## config.mk

```make
export PLATFORM = sky130hd
export DESIGN_NAME = particle_sensor_frame_averager
export DESIGN_NICKNAME = d
export VERILOG_FILES = /design/src/psfa_pkg.sv /design/src/psfa_div.sv /design/src/particle_sensor_frame_averager.sv
export SDC_FILE = /design/constraint.sdc
export NUM_CORES = 2
export LEC_CHECK = 0
export ABC_AREA = 1
export BUFFER_PORTS_ARGS = -buffer_cell sky130_fd_sc_hd__buf_2
export CAP_MARGIN = 10
export CORE_MARGIN = 2
export CORE_UTILIZATION = 55
export CTS_BUF_LIST = sky130_fd_sc_hd__clkbuf_16
export DETAILED_ROUTE_END_ITERATION = 10
export MAX_ROUTING_LAYER = met4
export PLACE_DENSITY = 0.76
export SLEW_MARGIN = 20
export SYNTH_ARGS = -nofsm -noshare
export SYNTH_HDL_FRONTEND = slang
export SYNTH_HIERARCHICAL = 1
export SYNTH_SLANG_ARGS = --single-unit
```

## constraint.sdc

```tcl
create_clock -name i_clk -period 4.1 [get_ports i_clk]
set_input_delay 0.41 -clock i_clk [delete_from_list [all_inputs] [get_ports i_clk]]
set_output_delay 0.41 -clock i_clk [all_outputs]
set_load 0.03 [all_outputs]
```

## src/psfa_pkg.sv

```systemverilog
// ----------------------------------------------------------------------------
// psfa_pkg
// Types and constants for the particle sensor frame averager.
// ----------------------------------------------------------------------------
package psfa_pkg;

    localparam int FRAME_BYTES = 32;
    localparam int POS_W       = $clog2(FRAME_BYTES);

    // frame byte offsets
    localparam logic [POS_W-1:0] POS_HDR_FIRST  = POS_W'(0);
    localparam logic [POS_W-1:0] POS_HDR_SECOND = POS_W'(1);
    localparam logic [POS_W-1:0] POS_SUM_START  = POS_W'(2);
    localparam logic [POS_W-1:0] POS_PM25_HI    = POS_W'(6);
    localparam logic [POS_W-1:0] POS_PM25_LO    = POS_W'(7);
    localparam logic [POS_W-1:0] POS_PM10_HI    = POS_W'(8);
    localparam logic [POS_W-1:0] POS_PM10_LO    = POS_W'(9);
    localparam logic [POS_W-1:0] POS_CHK_HI     = POS_W'(FRAME_BYTES - 2);
    localparam logic [POS_W-1:0] POS_CHK_LO     = POS_W'(FRAME_BYTES - 1);

    localparam logic [7:0]  HDR_FIRST    = 8'd66;
    localparam logic [7:0]  HDR_SECOND   = 8'd77;
    localparam logic [15:0] HDR_SUM      = 16'd143;
    localparam logic [15:0] LOWEST_START = 16'd20000;
    localparam logic [7:0]  COUNT_MAX    = 8'd255;

    localparam logic [31:0] INTERVAL_RST = 32'd145000;
    localparam logic [15:0] WARMUP_RST   = 16'd15000;
    localparam logic [15:0] READING_RST  = 16'd5000;

    // serial divider widths: dividend is total*200+n, divisor is 2n
    localparam int DIV_DVD_W = 32;
    localparam int DIV_DVS_W = 9;

    typedef enum logic [1:0] {
        CFG_INTERVAL = 2'd0,
        CFG_WARMUP   = 2'd1,
        CFG_READING  = 2'd2
    } t_cfg_idx;

    typedef enum logic [1:0] {
        CMD_NONE  = 2'd0,
        CMD_START = 2'd1,
        CMD_STOP  = 2'd2
    } t_cmd;

endpackage

```

## src/psfa_div.sv

```systemverilog
// ----------------------------------------------------------------------------
// psfa_div
// Restoring serial divider, one quotient bit per cycle.
// ----------------------------------------------------------------------------
module psfa_div
    import psfa_pkg::*;
#(
    parameter int DVD_W = DIV_DVD_W,
    parameter int DVS_W = DIV_DVS_W
) (
    input  logic             i_clk,
    input  logic             i_rst_n,
    input  logic             i_start,
    input  logic [DVD_W-1:0] i_dividend,
    input  logic [DVS_W-1:0] i_divisor,
    output logic             o_done,
    output logic [DVD_W-1:0] o_quotient
);

    localparam int CNT_W = $clog2(DVD_W + 1);

    logic             r_busy;
    logic             r_done;
    logic [CNT_W-1:0] r_cnt;
    logic [DVD_W-1:0] r_dq;
    logic [DVS_W-1:0] r_rem;
    logic [DVS_W-1:0] r_dvs;

    logic [DVS_W:0]   w_trial;
    logic             w_ge;
    logic [DVS_W:0]   w_diff;

    assign w_trial = {r_rem, r_dq[DVD_W-1]};
    assign w_ge    = w_trial >= {1'b0, r_dvs};
    assign w_diff  = w_trial - {1'b0, r_dvs};

    always_ff @(posedge i_clk) begin
        if (!i_rst_n) begin
            r_busy <= 1'b0;
            r_done <= 1'b0;
            r_cnt  <= '0;
        end else begin
            r_done <= 1'b0;
            if (i_start) begin
                r_busy <= 1'b1;
                r_cnt  <= CNT_W'(DVD_W);
            end else if (r_busy) begin
                r_cnt <= r_cnt - CNT_W'(1);
                if (r_cnt == CNT_W'(1)) begin
                    r_busy <= 1'b0;
                    r_done <= 1'b1;
                end
            end
        end
    end

    always_ff @(posedge i_clk) begin
        if (i_start) begin
            r_dq  <= i_dividend;
            r_rem <= '0;
            r_dvs <= i_divisor;
        end else if (r_busy) begin
            r_dq  <= {r_dq[DVD_W-2:0], w_ge};
            r_rem <= w_ge ? w_diff[DVS_W-1:0] : w_trial[DVS_W-1:0];
        end
    end

    assign o_done     = r_done;
    assign o_quotient = r_dq;

endmodule

```

## src/particle_sensor_frame_averager.sv

```systemverilog
// ----------------------------------------------------------------------------
// particle_sensor_frame_averager
// Duty-cycles a particulate sensor, parses its 32-byte frames and reports
// trimmed PM2.5 / PM10 means in hundredths on collect.
// ----------------------------------------------------------------------------
//  channel   dir  handshake                   payload
//  s (item)  in   i_s_tvalid / o_s_tready     tdata: rx_byte, time_ms; tuser: kind
//  m (res)   out  o_m_tvalid / i_m_tready     tdata: cmd, acc, bad, pm10, pm25, n
//  cfg       in   i_cfg_we (no wait)          i_cfg_idx, i_cfg_wdata
//
//  Byte beat: accept, window math, compare, then parse and emit; the result
//  is registered from parse and emit, which waits while the output stalls.
//  Collect beat: window math, trim, the PM10 then the PM2.5 divide, emit; the
//  divides are skipped without samples, and share one 32-step serial divider.
//  Input is taken only in idle; a finished result sits in the output register
//  while the next beat is accepted, and a result waits there on a stall.
//  Synchronous active-low reset restores control registers and sensor state.
// ----------------------------------------------------------------------------
module particle_sensor_frame_averager
    import psfa_pkg::*;
(
    input  logic        i_clk,
    input  logic        i_rst_n,
    input  logic        i_s_tvalid,
    output logic        o_s_tready,
    input  logic [39:0] i_s_tdata,   // [7:0] rx_byte, [39:8] time_ms
    input  logic        i_s_tuser,   // [0] kind: 0 byte, 1 collect
    output logic        o_m_tvalid,
    input  logic        i_m_tready,
    output logic [63:0] o_m_tdata,   // [1:0] sensor_command, [2] frame_accepted,
                                     // [3] frame_bad, [26:4] pm10_avg_centi,
                                     // [49:27] pm25_avg_centi, [57:50] samples_used
    output logic        o_m_tuser,   // [0] average_valid
    input  logic        i_cfg_we,
    input  logic [1:0]  i_cfg_idx,
    input  logic [31:0] i_cfg_wdata
);

    typedef enum logic [7:0] {
        S_IDLE = 8'b0000_0001,
        S_SPAN = 8'b0000_0010,  // window start from registers
        S_CMP  = 8'b0000_0100,  // time compares
        S_BYTE = 8'b0000_1000,  // parse and emit
        S_TRIM = 8'b0001_0000,  // drop min/max past two samples, clear accumulators
        S_LOAD = 8'b0010_0000,  // start a divide
        S_DIV  = 8'b0100_0000,
        S_DONE = 8'b1000_0000
    } t_state;

    // ---------------- control registers ----------------
    t_state            r_state, n_state;
    logic [31:0]       r_interval, n_interval;
    logic [15:0]       r_warmup, n_warmup;
    logic [15:0]       r_reading, n_reading;
    logic              r_running, n_running;
    logic [POS_W-1:0]  r_pos, n_pos;
    logic [15:0]       r_sum, n_sum;
    logic [15:0]       r_sum_exp, n_sum_exp;
    logic [15:0]       r_pm25_fld, n_pm25_fld;
    logic [15:0]       r_pm10_fld, n_pm10_fld;
    logic [23:0]       r_pm10_tot, n_pm10_tot;
    logic [23:0]       r_pm25_tot, n_pm25_tot;
    logic [15:0]       r_pm10_lo, n_pm10_lo;
    logic [15:0]       r_pm10_hi, n_pm10_hi;
    logic [15:0]       r_pm25_lo, n_pm25_lo;
    logic [15:0]       r_pm25_hi, n_pm25_hi;
    logic [7:0]        r_count, n_count;
    logic              r_out_valid, n_out_valid;

    // ---------------- payload registers ----------------
    logic              r_kind, n_kind;
    logic [7:0]        r_byte, n_byte;
    logic [31:0]       r_time, n_time;
    logic [31:0]       r_start, n_start;
    logic              r_over, n_over;
    logic              r_pre, n_pre;
    logic              r_in_read, n_in_read;
    logic [23:0]       r_s10, n_s10;
    logic [23:0]       r_s25, n_s25;
    logic [7:0]        r_n, n_n;
    logic              r_sel, n_sel;
    logic              r_col_stop, n_col_stop;
    logic [22:0]       r_avg10, n_avg10;
    logic [22:0]       r_avg25, n_avg25;
    t_cmd              r_o_cmd, n_o_cmd;
    logic              r_o_acc, n_o_acc;
    logic              r_o_bad, n_o_bad;
    logic              r_o_avgv, n_o_avgv;
    logic [22:0]       r_o_pm10, n_o_pm10;
    logic [22:0]       r_o_pm25, n_o_pm25;
    logic [7:0]        r_o_n, n_o_n;

    // ---------------- combinational helpers ----------------
    logic                 w_in_acc;
    logic                 w_out_free;
    logic [16:0]          w_span;
    logic                 w_hdr_bad;
    logic [15:0]          w_exp_full;
    logic                 w_chk_ok;
    logic [23:0]          w_sel_tot;
    logic [DIV_DVD_W-1:0] w_prod;
    logic [DIV_DVD_W-1:0] w_dvd;
    logic [DIV_DVS_W-1:0] w_dvs;
    logic                 w_div_start;
    logic                 w_div_done;
    logic [DIV_DVD_W-1:0] w_quot;

    assign w_in_acc   = i_s_tvalid && o_s_tready;
    assign w_out_free = !r_out_valid || i_m_tready;
    assign w_span     = {1'b0, r_warmup} + {1'b0, r_reading};
    assign w_hdr_bad  = (r_pos == POS_HDR_FIRST  && r_byte != HDR_FIRST) ||
                        (r_pos == POS_HDR_SECOND && r_byte != HDR_SECOND);
    assign w_exp_full = {r_sum_exp[15:8], r_byte};
    // header bytes are outside the running sum; add their fixed total here
    assign w_chk_ok   = w_exp_full == (r_sum + HDR_SUM);

    // mean in hundredths, half up: (total*200 + n) / (2n)
    assign w_sel_tot   = r_sel ? r_s25 : r_s10;
    assign w_prod      = {8'b0, w_sel_tot} * 32'd200;
    assign w_dvd       = w_prod + {24'b0, r_n};
    assign w_dvs       = {r_n, 1'b0};
    assign w_div_start = r_state == S_LOAD;

    psfa_div #(
        .DVD_W (DIV_DVD_W),
        .DVS_W (DIV_DVS_W)
    ) u_div (
        .i_clk      (i_clk),
        .i_rst_n    (i_rst_n),
        .i_start    (w_div_start),
        .i_dividend (w_dvd),
        .i_divisor  (w_dvs),
        .o_done     (w_div_done),
        .o_quotient (w_quot)
    );

    always_comb begin
        n_state     = r_state;
        n_interval  = r_interval;
        n_warmup    = r_warmup;
        n_reading   = r_reading;
        n_running   = r_running;
        n_pos       = r_pos;
        n_sum       = r_sum;
        n_sum_exp   = r_sum_exp;
        n_pm25_fld  = r_pm25_fld;
        n_pm10_fld  = r_pm10_fld;
        n_pm10_tot  = r_pm10_tot;
        n_pm25_tot  = r_pm25_tot;
        n_pm10_lo   = r_pm10_lo;
        n_pm10_hi   = r_pm10_hi;
        n_pm25_lo   = r_pm25_lo;
        n_pm25_hi   = r_pm25_hi;
        n_count     = r_count;
        n_out_valid = r_out_valid && !i_m_tready;
        n_kind      = r_kind;
        n_byte      = r_byte;
        n_time      = r_time;
        n_start     = r_start;
        n_over      = r_over;
        n_pre       = r_pre;
        n_in_read   = r_in_read;
        n_s10       = r_s10;
        n_s25       = r_s25;
        n_n         = r_n;
        n_sel       = r_sel;
        n_col_stop  = r_col_stop;
        n_avg10     = r_avg10;
        n_avg25     = r_avg25;
        n_o_cmd     = r_o_cmd;
        n_o_acc     = r_o_acc;
        n_o_bad     = r_o_bad;
        n_o_avgv    = r_o_avgv;
        n_o_pm10    = r_o_pm10;
        n_o_pm25    = r_o_pm25;
        n_o_n       = r_o_n;

        if (i_cfg_we) begin
            case (i_cfg_idx)
                CFG_INTERVAL: n_interval = i_cfg_wdata;
                CFG_WARMUP:   n_warmup   = i_cfg_wdata[15:0];
                CFG_READING:  n_reading  = i_cfg_wdata[15:0];
                default: ;
            endcase
        end

        unique case (r_state)
            S_IDLE: begin
                if (w_in_acc) begin
                    n_kind  = i_s_tuser;
                    n_byte  = i_s_tdata[7:0];
                    n_time  = i_s_tdata[39:8];
                    n_state = S_SPAN;
                end
            end
            S_SPAN: begin
                // window start clamps at zero on a short interval
                n_over  = r_interval > {15'b0, w_span};
                n_start = n_over ? r_interval - {15'b0, w_span} : '0;
                n_state = r_kind ? S_TRIM : S_CMP;
            end
            S_CMP: begin
                n_pre     = r_time < r_start;
                n_in_read = ({1'b0, r_time} + {17'b0, r_reading}) > {1'b0, r_interval};
                n_state   = S_BYTE;
            end
            S_BYTE: begin
                if (w_out_free) begin
                    n_o_cmd     = CMD_NONE;
                    n_o_acc     = 1'b0;
                    n_o_bad     = 1'b0;
                    n_o_avgv    = 1'b0;
                    n_o_pm10    = '0;
                    n_o_pm25    = '0;
                    n_o_n       = '0;
                    n_out_valid = 1'b1;
                    n_state     = S_IDLE;
                    if (r_pre) begin
                        // byte before the window: dropped, sensor held off
                        if (r_running) begin
                            n_running = 1'b0;
                            n_o_cmd   = CMD_STOP;
                        end
                    end else begin
                        if (!r_running) begin
                            n_running = 1'b1;
                            n_o_cmd   = CMD_START;
                        end
                        if (w_hdr_bad) begin
                            n_pos = '0;
                        end else begin
                            if (r_pos == POS_SUM_START) begin
                                n_sum = {8'b0, r_byte};
                            end else if (r_pos > POS_SUM_START && r_pos < POS_CHK_HI) begin
                                n_sum = r_sum + {8'b0, r_byte};
                            end
                            case (r_pos)
                                POS_PM25_HI: n_pm25_fld = {r_byte, 8'h00};
                                POS_PM25_LO: n_pm25_fld = {r_pm25_fld[15:8], r_byte};
                                POS_PM10_HI: n_pm10_fld = {r_byte, 8'h00};
                                POS_PM10_LO: n_pm10_fld = {r_pm10_fld[15:8], r_byte};
                                POS_CHK_HI:  n_sum_exp  = {r_byte, 8'h00};
                                POS_CHK_LO:  n_sum_exp  = w_exp_full;
                                default: ;
                            endcase
                            if (r_pos == POS_CHK_LO) begin
                                if (!w_chk_ok) begin
                                    n_o_bad = 1'b1;
                                end else if (r_in_read && r_count != COUNT_MAX) begin
                                    if (r_count == 8'd0) begin
                                        n_pm10_lo = r_pm10_fld;
                                        n_pm10_hi = r_pm10_fld;
                                        n_pm25_lo = r_pm25_fld;
                                        n_pm25_hi = r_pm25_fld;
                                    end else begin
                                        if (r_pm10_fld < r_pm10_lo) n_pm10_lo = r_pm10_fld;
                                        if (r_pm10_fld > r_pm10_hi) n_pm10_hi = r_pm10_fld;
                                        if (r_pm25_fld < r_pm25_lo) n_pm25_lo = r_pm25_fld;
                                        if (r_pm25_fld > r_pm25_hi) n_pm25_hi = r_pm25_fld;
                                    end
                                    n_pm10_tot = r_pm10_tot + {8'b0, r_pm10_fld};
                                    n_pm25_tot = r_pm25_tot + {8'b0, r_pm25_fld};
                                    n_count    = r_count + 8'd1;
                                    n_o_acc    = 1'b1;
                                end
                                // frame state restarts after every full frame
                                n_pos      = '0;
                                n_sum      = '0;
                                n_pm25_fld = '0;
                                n_pm10_fld = '0;
                            end else begin
                                n_pos = r_pos + POS_W'(1);
                            end
                        end
                    end
                end
            end
            S_TRIM: begin
                if (r_count > 8'd2) begin
                    n_s10 = r_pm10_tot - {8'b0, r_pm10_lo} - {8'b0, r_pm10_hi};
                    n_s25 = r_pm25_tot - {8'b0, r_pm25_lo} - {8'b0, r_pm25_hi};
                    n_n   = r_count - 8'd2;
                end else begin
                    n_s10 = r_pm10_tot;
                    n_s25 = r_pm25_tot;
                    n_n   = r_count;
                end
                n_pm10_tot = '0;
                n_pm25_tot = '0;
                n_pm10_lo  = LOWEST_START;
                n_pm25_lo  = LOWEST_START;
                n_pm10_hi  = '0;
                n_pm25_hi  = '0;
                n_count    = '0;
                n_col_stop = r_over;
                if (r_over) n_running = 1'b0;
                n_sel   = 1'b0;
                n_state = (n_n == 8'd0) ? S_DONE : S_LOAD;
            end
            S_LOAD: begin
                n_state = S_DIV;
            end
            S_DIV: begin
                if (w_div_done) begin
                    if (!r_sel) begin
                        n_avg10 = w_quot[22:0];
                        n_sel   = 1'b1;
                        n_state = S_LOAD;
                    end else begin
                        n_avg25 = w_quot[22:0];
                        n_state = S_DONE;
                    end
                end
            end
            S_DONE: begin
                if (w_out_free) begin
                    n_o_cmd     = r_col_stop ? CMD_STOP : CMD_NONE;
                    n_o_acc     = 1'b0;
                    n_o_bad     = 1'b0;
                    n_o_avgv    = r_n != 8'd0;
                    n_o_pm10    = (r_n != 8'd0) ? r_avg10 : '0;
                    n_o_pm25    = (r_n != 8'd0) ? r_avg25 : '0;
                    n_o_n       = r_n;
                    n_out_valid = 1'b1;
                    n_state     = S_IDLE;
                end
            end
            default: n_state = S_IDLE;
        endcase
    end

    always_ff @(posedge i_clk) begin
        if (!i_rst_n) begin
            r_state     <= S_IDLE;
            r_interval  <= INTERVAL_RST;
            r_warmup    <= WARMUP_RST;
            r_reading   <= READING_RST;
            r_running   <= 1'b0;
            r_pos       <= '0;
            r_sum       <= '0;
            r_sum_exp   <= '0;
            r_pm25_fld  <= '0;
            r_pm10_fld  <= '0;
            r_pm10_tot  <= '0;
            r_pm25_tot  <= '0;
            r_pm10_lo   <= LOWEST_START;
            r_pm10_hi   <= '0;
            r_pm25_lo   <= LOWEST_START;
            r_pm25_hi   <= '0;
            r_count     <= '0;
            r_out_valid <= 1'b0;
        end else begin
            r_state     <= n_state;
            r_interval  <= n_interval;
            r_warmup    <= n_warmup;
            r_reading   <= n_reading;
            r_running   <= n_running;
            r_pos       <= n_pos;
            r_sum       <= n_sum;
            r_sum_exp   <= n_sum_exp;
            r_pm25_fld  <= n_pm25_fld;
            r_pm10_fld  <= n_pm10_fld;
            r_pm10_tot  <= n_pm10_tot;
            r_pm25_tot  <= n_pm25_tot;
            r_pm10_lo   <= n_pm10_lo;
            r_pm10_hi   <= n_pm10_hi;
            r_pm25_lo   <= n_pm25_lo;
            r_pm25_hi   <= n_pm25_hi;
            r_count     <= n_count;
            r_out_valid <= n_out_valid;
        end
    end

    always_ff @(posedge i_clk) begin
        r_kind     <= n_kind;
        r_byte     <= n_byte;
        r_time     <= n_time;
        r_start    <= n_start;
        r_over     <= n_over;
        r_pre      <= n_pre;
        r_in_read  <= n_in_read;
        r_s10      <= n_s10;
        r_s25      <= n_s25;
        r_n        <= n_n;
        r_sel      <= n_sel;
        r_col_stop <= n_col_stop;
        r_avg10    <= n_avg10;
        r_avg25    <= n_avg25;
        r_o_cmd    <= n_o_cmd;
        r_o_acc    <= n_o_acc;
        r_o_bad    <= n_o_bad;
        r_o_avgv   <= n_o_avgv;
        r_o_pm10   <= n_o_pm10;
        r_o_pm25   <= n_o_pm25;
        r_o_n      <= n_o_n;
    end

    assign o_s_tready = r_state == S_IDLE;
    assign o_m_tvalid = r_out_valid;
    assign o_m_tdata  = {6'b0, r_o_n, r_o_pm25, r_o_pm10, r_o_bad, r_o_acc, r_o_cmd};
    assign o_m_tuser  = r_o_avgv;

endmodule

```

==> flow_summary_export.csv <==
group,metric,value,unit
timing,hold_ws,0.02922,ns
route,vias,34300,
route,drtIter0Drc,2596,
grt,grt_pass1_vias,32590,
place,post-place-ws,-0.3511,ns
clocking,clock-sinks,552,
clocking,max-clock-path-buffers,3,
synth,synth-edff-count,280,
route,ant_nets,0,
grt,grt_max_degree,140,
floorplanning,ios,147,
timing,fin_crit_sh,1.059,
synth,synthCells,4898,
floorplanning,fp.dieH,265.5,µm
place,dp_hpwl,77320,µm
floorplanning,initial_core_util,0.5579,
cells_and_area,ff_latch_area,13850,µm²
route,wl_per_cell,16.95,µm
cells_and_area,nets,5783,
cells_and_area,n_antenna_cell,0,
synth,ys_ff_latch,552,
timing,maxSlewHeadroom,0.3154,
clocking,cts_buffers,61,
clocking,cts_tree,"built",
power_and_ir_drop,p_leak,20.59,nW
cells_and_area,fillers,5439,
floorplanning,die_area,70470,µm²
worst_setup_path,cp_max_fo,9,
synth,syn_area,37600,µm²
worst_setup_path,critPathMaxStageDelay,0.51,ns
synth,synth.avg_cell_area,7.677,µm²
run_status,violations,"negative setup slack",
cells_and_area,drive_above_1_share,0.1728,
timing,drv_slew,0,
synth,yosysWarnings,6,
timing,clock.fmax,230.2,MHz
clocking,cts_max_level,2,
grt,grt.total_usage,0.2971,
cells_and_area,fin_cells,6215,
power_and_ir_drop,powerDensity,405.9,nW/µm²
power_and_ir_drop,total_power,0.01847,W
timing,hold_viol_final,0,
place,placed_cells,5990,
worst_setup_path,path_class,"reg2reg",
timing,rsz0062_at_grt,"yes",
cells_and_area,design_area,45500,µm²
worst_setup_path,startpoint_type,"register",
clocking,clockRootBuffer,"clkbuf_16",
clocking,clkLatencyLatePin,0.65,ns
timing,setup_ws,-0.2435,ns
clocking,cts.clk_slew.worst_paths,0.06,ns
worst_setup_path,cp_num_buf_inv,11,
floorplanning,die_w,265.5,µm
run,cap_violations,0,
timing,setup_viol,16,
synth,synth_area_leader_cell,"edfxtp_1",
grt,antenna_found_initial,0,
floorplanning,row_count,95,
synth,ys.flop_type,"edfxtp_1",
worst_setup_path,crit_path_end_kind,"register",
route,drc_errors,0,
grt,grt_pass1_wl,164900,µm
worst_setup_path,crit_required,4.48,ns
route,dr.pass1.iters,5,
worst_hold_path,min_path_type,"in2reg",
place,io_buffers,140,
route,routed_wl,105400,µm
synth,synth_top_area_frac,0.2236,
synth,synth_area_leaders,"edfxtp_1 22%, dfxtp_1 14%, ha_1 12%",
worst_setup_path,critical_path.slowest_cell,"fa_1",
floorplanning,coreArea,67400,µm²
synth,synthArstFlopShare,0,
worst_setup_path,cp.arrival,4.73,ns
cells_and_area,multi_input_area,22510,µm²
synth,synth-seq-area-share,0.3684,
place,gp_congestion,0.9882,
worst_setup_path,crit_family,"adder cells",
power_and_ir_drop,vdd_ir_drop_max,0.0003135,V
grt,overflow,0,
run_status,status,"complete, but fails checks",
route,via_per_inst,5.519,
synth,ys_types,60,
timing,skew,0.03524,ns
timing,min_period,4.344,ns
place,place_area,40600,µm²
timing,worst_pin_slew,1.026,ns
cells_and_area,area_delta_synth_final,21.00,%
worst paths after layout:
check	slack, ns	from	cells after the start	end
worst min-delay path	0.03	i_cfg_wdata[13]	3	r_warmup[13]$_SDFFE_PN1P_
worst max-delay path	-0.24	r_sel$_DFFE_PP_	25	u_div/o_quotient[17]$_DFFE_PP_
worst max register to register	-0.24	r_sel$_DFFE_PP_	25	u_div/o_quotient[17]$_DFFE_PP_
worst min register to register	0.46	r_pm10_lo[9]$_SDFFE_PN1P_	2	r_pm10_lo[9]$_SDFFE_PN1P_
layout make-up:
class / instances / area share
Clock inverter: 50 / 0.01053
Timing Repair inverter: 2 / 0.0003300
Inverter: 677 / 0.05616
Timing Repair Buffer: 453 / 0.07343
Clock buffer: 66 / 0.03630
Tap cell: 873 / 0.02401
Sequential cell: 552 / 0.3045
Multi-Input combinational cell: 3542 / 0.4948
sequential cells by signal, summed over array words and instances, names as in the netlist, 24 cells and up:
signal and count:
r_s10 24, r_interval 32, r_pm25_tot 24, u_div/o_quotient 32, r_start 32, r_s25 24, r_time 32, r_pm10_tot 24
metrics by stage:
step	TNS (ns)	util
6_report	-2.922	0.6751
5_1_grt	-7.822	0.6751
2_1_floorplan	-0.06953	-
3_5_place_dp	-5.359	0.6025
4_1_cts	-0.7436	0.6607
3_3_place_gp	-4.270	0.6025
cell usage after synthesis, drive strengths merged, types with 2 or more instances:
master,instances
nand2,1084
inv,673
nor2,545
a21oi,414
ha,355
nand3,285
edfxtp,280
dfxtp,272
o21ai,265
xor2,106
nand4,86
clkbuf,81
xnor2,67
nor3,64
fa,59
buf,52
or2,46
a31oi,29
o211ai,23
nor4,17
a211oi,15
a21o,13
nor3b,9
a21boi,8
o21bai,8
nand3b,7
and2,5
o21a,5
clkinv,4
o31ai,4
a221oi,2
and3,2
o2111ai,2
o221ai,2
o22ai,2
metal layers:
metal	wire [µm]	global-route usage
met4	4806	0.1206
met5	0	-
met3	6149	0.03583
met2	49830	0.4907
met1	44580	0.3709
worst register-to-register path, stage by stage (launching register included):
cell	delay, ns
edfxtp_1	0.43
buf_6	0.18
inv_8	0.08
buf_6	0.13
nand2_1	0.08
nand2_2	0.12
buf_12	0.12
ha_4	0.20
ha_4	0.26
inv_1	0.06
fa_1	0.51
inv_2	0.05
ha_4	0.26
a21oi_4	0.13
o21ai_2	0.08
buf_4	0.13
buf_4	0.13
xor2_2	0.18
inv_2	0.09
nor2_4	0.16
nand4_1	0.21
buf_4	0.21
xor2_1	0.15
inv_1	0.06
nand2_1	0.06
nand2_1	0.05
cells by family (layout without fill, tap and decap cells):
logic type / after synthesis / after routing / share of synthesized area
AND/OR/NAND/NOR: 2152 / 2152 / 0.2420
buffers and inverters: 810 / 1248 / 0.08558
AO/OA/AOI/OAI: 796 / 796 / 0.1134
flip-flops: 552 / 552 / 0.3684
adder cells (fa/ha/maj): 414 / 414 / 0.1495
XOR/XNOR: 173 / 173 / 0.04090
other: 1 / 7 / 0.00009973
where the power goes:
group	internal, W	switching (W)
clock	0.00346	0.00233
combinational	0.00260	0.00371
sequential	0.00612	0.000245
total	0.0122	0.00629
repair_timing:
item | 4_1_cts | 5_1_grt
endpoints found under the hold margin | 47 | 0
endpoints found under the setup margin | 52 | 54
hold buffers | 46 | 0
resized for setup | 259 | 179
setup buffers | 36 | 24
pin swaps | 83 | 105
gates cloned | 3 | 0
cell usage in the layout, fill, tap and decap left out, types with 46 or more instances in the layout:
cell,count
nand2_1,989
inv_1,626
nor2_1,475
a21oi_1,379
ha_1,314
edfxtp_1,280
dfxtp_1,272
nand3_1,267
buf_4,245
o21ai_0,218
buf_2,139
xor2_1,101
nand4_1,86
nand2_2,71
clkbuf_16,66
xnor2_1,64
fa_1,59
inv_2,55
nor3_1,51
dlygate4sd3_1,46
Power figures use the tool's default switching activity.
